$ cat src/rtl/assert_macros.svh
// assertion helpers shared by the rtl; they expect clk and rst_n in scope
`ifndef ASSERT_MACROS_SVH
`define ASSERT_MACROS_SVH

`ifndef SYNTHESIS

// property holds at every clock edge outside reset
`define ASSERT_HOLDS(lbl, expr) \
    lbl: assert property (@(posedge clk) disable iff (!rst_n) (expr)) \
        else $error("assertion failed");

// consequent holds in the cycle after the antecedent
`define ASSERT_NEXT(lbl, ante, cons) \
    lbl: assert property (@(posedge clk) disable iff (!rst_n) (ante) |=> (cons)) \
        else $error("assertion failed");

`else

`define ASSERT_HOLDS(lbl, expr)
`define ASSERT_NEXT(lbl, ante, cons)

`endif

`endif

$ cat src/rtl/lfpr_pkg.sv
package lfpr_pkg;

    // frame geometry
    localparam int MAX_FRAME_BYTES = 64;
    localparam int CNT_W           = 7;
    localparam int ADDR_W          = $clog2(MAX_FRAME_BYTES);
    localparam int LEN_INDEX       = 3;
    localparam int CHECK_INDEX     = 4;
    localparam int FRAME_OVERHEAD  = 2;
    localparam int LEN_LIMIT       = MAX_FRAME_BYTES - FRAME_OVERHEAD;

    // framing bytes
    localparam logic [7:0] START_BYTE = 8'hAA;
    localparam logic [7:0] END_BYTE   = 8'h55;

    // receiver states
    typedef enum logic [3:0] {
        S_IDLE   = 4'b0001,
        S_HEADER = 4'b0010,
        S_BODY   = 4'b0100,
        S_REPLAY = 4'b1000
    } state_t;

    // controller to datapath
    typedef struct packed {
        logic restart;   // store at address zero, old count dropped
        logic store;     // write rx_byte and bump the count
        logic abandon;   // count back to zero
        logic rd_start;  // rewind the replay pointer
        logic rd_en;     // read next frame byte into the output register
    } cmd_t;

    // datapath to controller
    typedef struct packed {
        logic cnt_ovf;
        logic hdr_last;
        logic len_match;
        logic len_big;
        logic is_start;
        logic is_end;
        logic is_zero;
        logic rd_last;
    } sts_t;

endpackage

$ cat src/rtl/lfpr_datapath.sv
`include "assert_macros.svh"

module lfpr_datapath
    import lfpr_pkg::*;
(
    input  logic       clk,
    input  logic       rst_n,
    input  cmd_t       cmd,
    output sts_t       sts,
    input  logic [7:0] rx_byte,
    output logic [7:0] frame_byte,
    output logic       frame_last
);

    logic [CNT_W-1:0] count_reg;
    logic [CNT_W-1:0] count_next;
    logic [CNT_W-1:0] count_eff;
    logic [CNT_W-1:0] rd_idx_reg;
    logic [CNT_W-1:0] rd_idx_next;
    logic [7:0]       len_reg;
    logic [7:0]       byte_reg;
    logic             last_reg;
    logic             wr_ok;
    logic [7:0]       frame_mem [MAX_FRAME_BYTES];

    // count seen by this byte: a restart drops an overflowed count
    assign count_eff = cmd.restart ? '0 : count_reg;

    // only the first MAX_FRAME_BYTES entries can ever be replayed
    assign wr_ok = (count_eff < CNT_W'(MAX_FRAME_BYTES));

    // status flags
    always_comb
    begin
        sts.cnt_ovf   = (count_reg > CNT_W'(MAX_FRAME_BYTES));
        sts.hdr_last  = (count_reg == CNT_W'(CHECK_INDEX));
        sts.len_match = ((9'(count_reg) + 9'd1) == (9'(len_reg) + 9'(FRAME_OVERHEAD)));
        sts.len_big   = (len_reg > 8'(LEN_LIMIT));
        sts.is_start  = (rx_byte == START_BYTE);
        sts.is_end    = (rx_byte == END_BYTE);
        sts.is_zero   = (rx_byte == 8'd0);
        sts.rd_last   = ((rd_idx_reg + CNT_W'(1)) == count_reg);
    end

    // byte counter and replay pointer
    always_comb
    begin
        count_next = count_reg;
        if (cmd.abandon)
        begin
            count_next = '0;
        end
        else if (cmd.store)
        begin
            count_next = count_eff + CNT_W'(1);
        end
        else if (cmd.restart)
        begin
            count_next = '0;
        end

        rd_idx_next = rd_idx_reg;
        if (cmd.rd_start)
        begin
            rd_idx_next = '0;
        end
        else if (cmd.rd_en)
        begin
            rd_idx_next = rd_idx_reg + CNT_W'(1);
        end
    end

    always_ff @(posedge clk or negedge rst_n)
    begin
        if (!rst_n)
        begin
            count_reg  <= '0;
            rd_idx_reg <= '0;
        end
        else
        begin
            count_reg  <= count_next;
            rd_idx_reg <= rd_idx_next;
        end
    end

    // length byte kept aside for the header limit check and the end check
    always_ff @(posedge clk)
    begin
        if (cmd.store && (count_eff == CNT_W'(LEN_INDEX)))
        begin
            len_reg <= rx_byte;
        end
    end

    // frame buffer with registered read, read data is the output register
    always_ff @(posedge clk)
    begin
        if (cmd.store && wr_ok)
        begin
            frame_mem[count_eff[ADDR_W-1:0]] <= rx_byte;
        end
        if (cmd.rd_en)
        begin
            byte_reg <= frame_mem[rd_idx_reg[ADDR_W-1:0]];
            last_reg <= sts.rd_last;
        end
    end

    assign frame_byte = byte_reg;
    assign frame_last = last_reg;

    `ASSERT_HOLDS(a_count_bound, count_reg <= CNT_W'(MAX_FRAME_BYTES + 1))
    `ASSERT_HOLDS(a_rd_in_frame, !cmd.rd_en || (rd_idx_reg < count_reg))
    `ASSERT_NEXT(a_replay_done_clears, cmd.rd_en && sts.rd_last, count_reg == '0)

endmodule

$ cat src/rtl/lfpr_ctrl.sv
`include "assert_macros.svh"

module lfpr_ctrl
    import lfpr_pkg::*;
(
    input  logic clk,
    input  logic rst_n,
    input  logic in_valid,
    output logic in_stall,
    output logic out_valid,
    input  logic out_stall,
    input  sts_t sts,
    output cmd_t cmd
);

    state_t state_reg;
    state_t state_next;
    logic   out_valid_reg;
    logic   out_valid_next;
    logic   accept;

    // no new bytes while a frame is being replayed
    assign in_stall = (state_reg == S_REPLAY);
    assign accept   = in_valid && !in_stall;

    // phase sequencing
    always_comb
    begin
        cmd        = '0;
        state_next = state_reg;
        case (state_reg)
            S_IDLE, S_HEADER, S_BODY:
            begin
                if (accept)
                begin
                    if ((state_reg == S_IDLE) || sts.cnt_ovf)
                    begin
                        // hunt for the start byte
                        cmd.restart = 1'b1;
                        if (sts.is_start)
                        begin
                            cmd.store  = 1'b1;
                            state_next = S_HEADER;
                        end
                        else
                        begin
                            state_next = S_IDLE;
                        end
                    end
                    else if (state_reg == S_HEADER)
                    begin
                        cmd.store = 1'b1;
                        if (sts.hdr_last)
                        begin
                            if (sts.is_zero || sts.len_big)
                            begin
                                cmd.abandon = 1'b1;
                                state_next  = S_IDLE;
                            end
                            else
                            begin
                                state_next = S_BODY;
                            end
                        end
                    end
                    else
                    begin
                        cmd.store = 1'b1;
                        if (sts.is_end && sts.len_match)
                        begin
                            cmd.rd_start = 1'b1;
                            state_next   = S_REPLAY;
                        end
                    end
                end
            end
            S_REPLAY:
            begin
                // one frame byte per cycle while the output is free
                cmd.rd_en = !out_valid_reg || !out_stall;
                if (cmd.rd_en && sts.rd_last)
                begin
                    cmd.abandon = 1'b1;
                    state_next  = S_IDLE;
                end
            end
            default:
            begin
                cmd.abandon = 1'b1;
                state_next  = S_IDLE;
            end
        endcase
    end

    // output valid follows the read data register
    always_comb
    begin
        if (cmd.rd_en)
        begin
            out_valid_next = 1'b1;
        end
        else if (out_stall)
        begin
            out_valid_next = out_valid_reg;
        end
        else
        begin
            out_valid_next = 1'b0;
        end
    end

    always_ff @(posedge clk or negedge rst_n)
    begin
        if (!rst_n)
        begin
            state_reg     <= S_IDLE;
            out_valid_reg <= 1'b0;
        end
        else
        begin
            state_reg     <= state_next;
            out_valid_reg <= out_valid_next;
        end
    end

    assign out_valid = out_valid_reg;

    `ASSERT_HOLDS(a_no_store_in_replay, !(cmd.store && cmd.rd_en))
    `ASSERT_NEXT(a_replay_starts, cmd.rd_start, state_reg == S_REPLAY)
    `ASSERT_NEXT(a_read_shows, cmd.rd_en, out_valid_reg)

endmodule

$ cat src/rtl/length_framed_packet_receiver_top.sv
// the end byte moves the phase to replay, which registers the first frame byte
// throughput: 1 received byte per cycle while hunting or collecting a frame
// a completed frame of n bytes replays from the frame buffer read port at 1 byte
// per cycle while the output is free; input stalls until the last byte is read
// reset: phase idle and byte count zero; frame buffer contents are not cleared
module length_framed_packet_receiver_top
    import lfpr_pkg::*;
(
    input  logic       clk,
    input  logic       rst_n,
    input  logic       in_valid,
    output logic       in_stall,
    input  logic [7:0] rx_byte,
    output logic       out_valid,
    input  logic       out_stall,
    output logic [7:0] frame_byte,
    output logic       frame_last
);

    cmd_t cmd;
    sts_t sts;

    // phase control and output handshake
    lfpr_ctrl u_ctrl (
        .clk       (clk),
        .rst_n     (rst_n),
        .in_valid  (in_valid),
        .in_stall  (in_stall),
        .out_valid (out_valid),
        .out_stall (out_stall),
        .sts       (sts),
        .cmd       (cmd)
    );

    // counter, length, frame buffer and output data
    lfpr_datapath u_datapath (
        .clk        (clk),
        .rst_n      (rst_n),
        .cmd        (cmd),
        .sts        (sts),
        .rx_byte    (rx_byte),
        .frame_byte (frame_byte),
        .frame_last (frame_last)
    );

endmodule

$ cat config.mk
export PLATFORM = sky130hd
export DESIGN_NAME = length_framed_packet_receiver_top
export DESIGN_NICKNAME = d
export VERILOG_FILES = /design/src/rtl/lfpr_pkg.sv /design/src/rtl/lfpr_datapath.sv /design/src/rtl/lfpr_ctrl.sv /design/src/rtl/length_framed_packet_receiver_top.sv
export VERILOG_INCLUDE_DIRS = /design/src /design/src/rtl
export SDC_FILE = /design/constraint.sdc
export NUM_CORES = 1
export LEC_CHECK = 0
export ABC_AREA = 1
export BUFFER_PORTS_ARGS = -buffer_cell sky130_fd_sc_hd__buf_4
export CORE_MARGIN = 2
export CORE_UTILIZATION = 65
export CTS_BUF_LIST = sky130_fd_sc_hd__clkbuf_2
export DETAILED_ROUTE_END_ITERATION = 8
export GPL_ROUTABILITY_DRIVEN = 0
export PLACE_DENSITY = 0.87
export SLEW_MARGIN = 20
export SYNTH_ARGS = -nofsm -noshare
export SYNTH_HDL_FRONTEND = slang
export SYNTH_HIERARCHICAL = 1
export SYNTH_SLANG_ARGS = --single-unit
$ cat constraint.sdc
create_clock -name clk -period 4.2 [get_ports clk]
set_input_delay 0 -clock clk [delete_from_list [all_inputs] [get_ports clk]]
set_output_delay 0 -clock clk [all_outputs]
set_load 0.02 [all_outputs]
; Word level (Yosys, flattened, before mapping)
; Memories as Yosys holds them, arrays and structs flattened. A register that Yosys moved wholly into a read port is not among the register bits.
; Cells that the tools add are included.
; Widths: inputs -> output; s select.
[word_totals]
in_bits = 12
output_inout_bits = 11
reg_bits = 28
ramBits = 512
mem_count = 1
[classes]
n_reduce_logical = 15
eq_ne = 15
add_sub_neg = 4
magnitude_cmp = 3
n_mux = 33
[mem_list]
columns = name, depth, word_bits, read_ports, rd_ports_with_merged_regs, wr, line
row1 = u_datapath.frame_mem, 64, 8, 1, 1, 1, lfpr_datapath.sv:24  ; logic [7:0] frame_mem [MAX_FRAME_BYTES];
[ops]
columns = operator, n
row1 = $mux 7, 5
row2 = $mux 4, 7
row3 = $mux 1, 15
row4 = $add 7x1->7 const B, 2
row5 = $add 8x2->9 const B, 1
row6 = $eq 9x9->1, 1
row7 = $add 7x1->8 const B, 1
row8 = $eq 8x7->1 const B, 1
row9 = $eq 8x8->1 const B, 1
row10 = $gt 8x6->1 const B, 1
row11 = $logic_not 8->1, 1
row12 = $pmux 4 s2, 1
row13 = $eq 7x2->1 const B, 1
row14 = $eq 7x3->1 const B, 1
row15 = $eq 7x7->1, 1
row16 = $gt 7x7->1 const B, 1
row17 = $lt 7x7->1 const B, 1
row18 = $mux 2, 3
row19 = $logic_and 1x1->1, 5
row20 = $eq 4x1->1 const B, 1
row21 = $eq 4x2->1 const B, 1
row22 = $eq 4x3->1 const B, 1
row23 = $eq 4x4->1 const B, 1
row24 = $ne 2x1->1 const B, 2
row25 = other kinds (10), 14

; Longest topological paths before layout
; Gate-level depths: netlist (run 1).
[depth]
ltp_word = 13
mapped_depth = 17
ltp_nobuf = 17

; By module
; The synthesis (run 1) kept the hierarchy.
[by_module_without_submodules]
columns = mod, cells_each, area_each_um2, seq_area_each_um2, n_inst
row1 = lfpr_datapath, 2003, 22900.7, 16235.6, 1
row2 = lfpr_ctrl, 72, 459.2, 126.4, 1

; Least setup slack after synthesis (run 1)
; No wires, ideal clock.
[synth_path]
path_kind = register to register
start = register u_datapath.count_reg[0]
end = register u_datapath.len_reg[0] (enable)
slack_ps = 984
n_path_buf = 1
stages_incl_launch_ff = 13
period_less_slack_ps = 3216
arrival_time_ps = 2822
required_ps = 3805
path_cell_list = dfrtp_1 > inv_2 > ha_1 > inv_1 > o31ai_1 > inv_1 > inv_1 > a21oi_1 > buf_2 > nor2_1 > ha_1 > nand2_1 > nor4_1
[synth_lines]
columns = item, line
row1 = from (decl), lfpr_datapath.sv:15  ; logic [CNT_W-1:0] count_reg;
row2 = from (signal assigned), lfpr_datapath.sv:82  ; count_reg <= count_next;
row3 = to (signal assigned), lfpr_datapath.sv:92  ; len_reg <= rx_byte;
row4 = to (decl), lfpr_datapath.sv:20  ; logic [7:0] len_reg;

==> results of run 1 <==
## through the flow
step	utilization	setup WS, ns	hold slack, ns	std cells
2_1_floorplan	-	0.984	-0.296	2075
6_report	0.722	0.213	0.0827	2791
4_1_cts	0.722	0.409	0.00346	2789
5_1_grt	0.722	0.0591	0.00897	2791
3_3_place_gp	0.678	0.629	-0.109	2541
3_5_place_dp	0.678	0.488	-0.104	2541
## area by class of cell
cell class | count | area, um2 | area share
inverter | 50 | 196 | 0.00767
sequential | 548 | 16400 | 0.639
antenna | 1 | 2.50 | 0.0000977
tap | 461 | 577 | 0.0225
clock inverter | 40 | 383 | 0.0149
clock buffer | 184 | 921 | 0.0359
timing repair buffer | 146 | 1170 | 0.0455
multi-input combinational | 1361 | 6010 | 0.234
## routing by layer
metal / share of wire / global-route usage
met3: 0.13 / 0.0856
met2: 0.47 / 0.515
met5: 0 / 0
met1: 0.35 / 0.417
met4: 0.052 / 0.176
## worst register-to-register path, stage by stage, from the launching register on
cell and delay [ns]:
dfrtp_1 0.54, inv_2 0.15, ha_1 0.22, inv_1 0.07, o31ai_1 0.08, inv_1 0.09
inv_1 0.10, a21oi_1 0.72, nor2_1 0.26, inv_1 0.15, nand2_1 0.47, nor2_1 0.71
## power by group
group,internal [W],switching [W]
logic,0.000120,0.000338
registers,0.00602,0.0000350
clock network,0.00167,0.00206
total,0.00781,0.00244
## logic make-up (layout without fill, tap and decap cells)
kind of cell             count (synthesis)  in the layout  synth area share
AO/OA/AOI/OAI                           29             29           0.00707
XOR/XNOR                                21             21           0.00787
adder cells (fa/ha/maj)                  5              5           0.00268
buffers and inverters                  166            420            0.0424
flip-flops                             548            548             0.700
other                                    0              1                 0
AND/OR/NAND/NOR                       1306           1306             0.240
## timing repair
item	4_1_cts	5_1_grt
setup buffers	0	0
hold endpoints to repair	607	19
hold buffers	24	1
## cells in the mapped netlist (all sizes together)
cell	instances	area, um2
nor3	2	10.0
a211oi	1	7.51
dfrtp	18	450
nand3	453	2280
dfstp	1	26.3
o21ai	10	50.0
clkbuf	11	41.3
o31ai	1	7.51
clkinv	2	7.51
nand2	720	2720
xnor2	5	43.8
a211o	1	8.76
buf	105	757
or2	1	6.26
a21oi	10	53.8
nor2	110	453
nand3b	1	7.51
nor4	3	18.8
xor2	16	140
o22ai	6	37.5
ha	5	62.6
nor2b	1	6.26
or4	2	15.0
edfxtp	529	15900
nand4	13	81.3
inv	48	185
## worst max path at each step
stage | startpoint | to | slack (ns) | cells past startpoint
floorplan | u_datapath/count_reg[0] | u_datapath/len_reg[0] | 0.98 | 12
global placement | u_datapath/count_reg[0] | u_datapath/frame_mem[55][0] | 0.63 | 11
detailed placement | u_datapath/count_reg[0] | u_datapath/frame_mem[7][1] | 0.49 | 11
CTS | u_datapath/count_reg[0] | u_datapath/frame_mem[55][0] | 0.41 | 11
global route | u_datapath/count_reg[0] | u_datapath/frame_mem[7][1] | 0.06 | 11
finish | u_datapath/count_reg[0] | u_datapath/frame_mem[55][1] | 0.21 | 11
==> results.md, run 1 <==
- Status: finished, final reports clean
- Worst Path Max Fanout: 8
- Post-layout power: 0.0102 W
- Worst r2r path cells: 11
- # DRC: 0
- Max cap viols: 0
- Cell family with most CP delay: simple AND/OR/NAND/NOR gates
- Detailed-route wire length per cell: 21.8 um
- Reg2reg end: u_datapath/frame_mem[55][1]
- Antenna violations before repair: 3
- CP Buf/Inv Count: 5
- CTS tree: done
- CORE AREA: 0.0355 mm2
- Vias post-DR: 17,374
- GRT Overall Usage: 0.326
- Largest net degree at the start of global routing: 100
- First-pass GRT wire length: 92,300 um
- Die area: 0.0375 mm2
- Syn avg cell area: 11.3 um2
- Crit-path cells: inv_2, ha_1, inv_1, o31ai_1, inv_1, inv_1, a21oi_1, nor2_1, inv_1, nand2_1, nor2_1
- Worst VDD drop: 0.282 mV
- Syn. warnings: 6
- P_leak: 9.70 nW
- Max FFs per register: 512
- Grt total ovfl: 0
- RSZ-0062 raised after global routing: no
- Post-Route Skew: 0.103 ns
- Number of detailed-route iterations in the first pass: 6
- CTS Buf Count: 132
- Initial DRC Count: 2,510
- Worst-path clk slew: 0.13 ns
- Commonest non-fill, non-tap cell in the layout: nand2_1
- Die Y: 194 um
- Final period utilization: 0.949
- Vias in the first global route: 17,013
- Final WL: 60,800 um
- Fillcell total: 2,236
- Clock root cell: clkbuf_2
- FF-to-FF setup slack: 0.21 ns
- Synthesized flop and latch total: 548
- Routed Antenna Nets: 0
- Critical Path RT: 4.84 ns
- Layout overhead on the synthesized area: 9.69%
- Slowest cell on the critical path: a21oi_1
- Port Buf Inserts: 22
- Share of post-route cells with drive strength above 1: 0.149
- Die width: 194 um
- Worst-case clock buffer depth: 3
- Crit end category: flip-flop
- CTS H-Tree Depth: 4
- Pwr dens: 400 mW/mm2
- Minimum clock period: 3.99 ns
- Most frequent cells in the layout: nand2_1, edfxtp_1, nand3_1
- Fmax: 0.251 GHz
- FP Rows: 69
- DPL Wire Length: 35,900 um
- Top Ports: 23
- Fin nets: 2,256
- Register area share after synthesis: 0.700
- Final Hold Viols: 0
- Post-CTS sizing: 0
- Startpoint Class: flip-flop
- Mapped Area: 0.0234 mm2
- Slowest stage delay, CP: 0.72 ns
- Clk_lat worst skew: 1.08 ns
- Synthesized netlist cell count: 2,075
- Post-Place Cell Area: 0.0241 mm2
- Crit path DAT: 4.62 ns
- Worst slew pin tran: 1.07 ns
- Slew Limit Fails: 0
- Setup_tns: 0 ns
- Post-synth cell types: 39
- Syn_nets: 2,092
- CP most frequent cell: inv_1
- Final setup fails: 0
- Worst slew margin: 0.286
- Critical path class: flip-flop to flip-flop
- TritonCTS Sinks: 548
- Reg2reg start: u_datapath/count_reg[0]
- HP Class: input port to asynchronous set/reset pin
- Vias per inst: 6.23
- Final Cell Area: 0.0256 mm2
- Starting Density: 0.658
No activity file was read; power rests on OpenSTA's default activity.
==> run 2, diff against run 1 <==
- BUFFER_PORTS_ARGS: -buffer_cell sky130_fd_sc_hd__buf_4 -> unset
- CAP_MARGIN: unset -> 20
- DONT_BUFFER_PORTS: unset -> 1
- PLACE_DENSITY: 0.87 -> 0.86
==> run 2 against run 1 <==
Net effect:
- clock-buffer cell count rose by 1
- wire length fell by 2.4%
- global-route usage fell by 0.59 points
- first-iteration DRC count increased by 9.8%
==> results.md, run 2 (synthesis results as in run 1) <==
- Status: finished, final reports clean
- Crit end category: flip-flop
- DPL Wire Length: 32,800 um
- Hold Buf Count CTS: 38
- GRT Overall Usage: 0.320
- Crit path DAT: 4.44 ns
- Detailed-route wire length per cell: 21.4 um
- HP Class: input port to asynchronous set/reset pin
- Routed Antenna Nets: 0
- Die area: 0.0375 mm2
- Pwr dens: 385 mW/mm2
- Number of detailed-route iterations in the first pass: 7
- Worst r2r path cells: 11
- Minimum clock period: 3.81 ns
- Clk_lat worst skew: 1.06 ns
- Share of post-route cells with drive strength above 1: 0.144
- Fmax: 0.263 GHz
- Clock root cell: clkbuf_2
- Commonest non-fill, non-tap cell in the layout: nand2_1
- Final setup fails: 0
- FP Rows: 69
- Reg2reg start: u_datapath/count_reg[0]
- Fillcell total: 2,298
- Initial DRC Count: 2,755
- Post-Place Cell Area: 0.0238 mm2
- Vias per inst: 6.08
- Final WL: 59,400 um
- Post-CTS sizing: 0
- Reg2reg end: u_datapath/frame_mem[55][6]
- CTS tree: done
- Slew Limit Fails: 0
- Startpoint Class: flip-flop
- Die width: 194 um
- RSZ-0062 raised after global routing: no
- CTS Buf Count: 130
- Fin nets: 2,238
- Setup bufs post-CTS: 0
- TritonCTS Sinks: 548
- Worst Path Max Fanout: 8
- Die Y: 194 um
- Port Buf Inserts: 0
- Starting Density: 0.658
- # DRC: 0
- Top Ports: 23
- Vias in the first global route: 16,600
- Worst slew pin tran: 1.03 ns
- Grt total ovfl: 0
- Setup crit start: u_datapath/count_reg[0]
- Worst-path clk slew: 0.10 ns
- Critical path class: flip-flop to flip-flop
- Final period utilization: 0.907
- Final Cell Area: 0.0255 mm2
- CTS H-Tree Depth: 4
- First-pass GRT wire length: 90,900 um
- Worst VDD drop: 0.218 mV
- Largest net degree at the start of global routing: 163
- Worst slew margin: 0.314
- Worst-case clock buffer depth: 3
- Layout overhead on the synthesized area: 9.35%
- Most frequent cells in the layout: nand2_1, edfxtp_1, nand3_1
- CORE AREA: 0.0355 mm2
- Vias post-DR: 16,870
- Post-Route Skew: 0.0800 ns
- Max FFs per register: 512
- P_leak: 9.66 nW
- FF-to-FF setup slack: 0.39 ns
- Setup_tns: 0 ns
- Final Hold Viols: 0
- Antenna violations before repair: 1
- Max cap viols: 0
- Critical Path RT: 4.84 ns
==> run 2: cell types whose count changed in the layout (fill, tap and decap cells not counted), sizes merged <==
cell	delta
bufinv	-6
buf	-20
inv	+10
clkinvlp	-3
clkbuf	+1
dlygate4sd3	+4
clkinv	-4
==> run 2: metal layers <==
metal | up-vias | track usage | part of all wire
li1 | 7574 | - | -
met1 | 7745 | 0.410 | 0.36
met2 | 1313 | 0.499 | 0.46
met3 | 238 | 0.0910 | 0.13
met4 | 0 | 0.174 | 0.049
met5 | - | 0 | 0
==> run 2: power by group <==
part,switching (W),internal (W),total [W]
combinational,0.000338,0.000132,0.000470
sequential,0.0000289,0.00602,0.00605
clock,0.00200,0.00130,0.00330
total,0.00236,0.00746,0.00982
==> run 2: worst max-delay path by stage <==
stage                                       end  depth (start not counted)  slack (ns)
finish              u_datapath/frame_mem[55][6]                         11        0.39
global route        u_datapath/frame_mem[55][7]                         11        0.27
CTS                 u_datapath/frame_mem[55][1]                         11        0.52
detailed placement  u_datapath/frame_mem[55][5]                         11        0.51
global placement    u_datapath/frame_mem[31][1]                         11        0.68
floorplan                 u_datapath/len_reg[0]                         12        0.98
==> run 2: layout make-up <==
type / instances / area [um2] / area share
Sequential cell: 548 / 16400 / 0.641
Multi-Input combinational cell: 1361 / 6010 / 0.235
Timing Repair Buffer: 130 / 1260 / 0.0493
Clock buffer: 185 / 926 / 0.0362
Tap cell: 461 / 577 / 0.0226
Clock inverter: 37 / 203 / 0.00794
Inverter: 50 / 198 / 0.00774
Antenna cell: 1 / 2.50 / 0.0000980
==> run 2: stage by stage <==
step,total power [W],setup WS [ns],util,instances,hold WS (ns)
CTS,0.00986,0.515,0.719,2771,0.00141
detailed placement,0.00645,0.508,0.672,2511,-0.295
finish,0.00982,0.391,0.720,2773,0.0938
floorplan,0.00637,0.984,-,2075,-0.296
global route,0.0102,0.269,0.720,2773,0.0858
global placement,0.00644,0.683,0.672,2510,-0.295
==> run 2: critical path: stages (launching register included) <==
cell and delay [ns]:
dfrtp_1 0.50, inv_2 0.13, ha_1 0.23, inv_1 0.08, o31ai_1 0.07, inv_1 0.08
inv_1 0.10, a21oi_1 0.76, nor2_1 0.27, inv_1 0.16, nand2_1 0.41, nor2_1 0.67
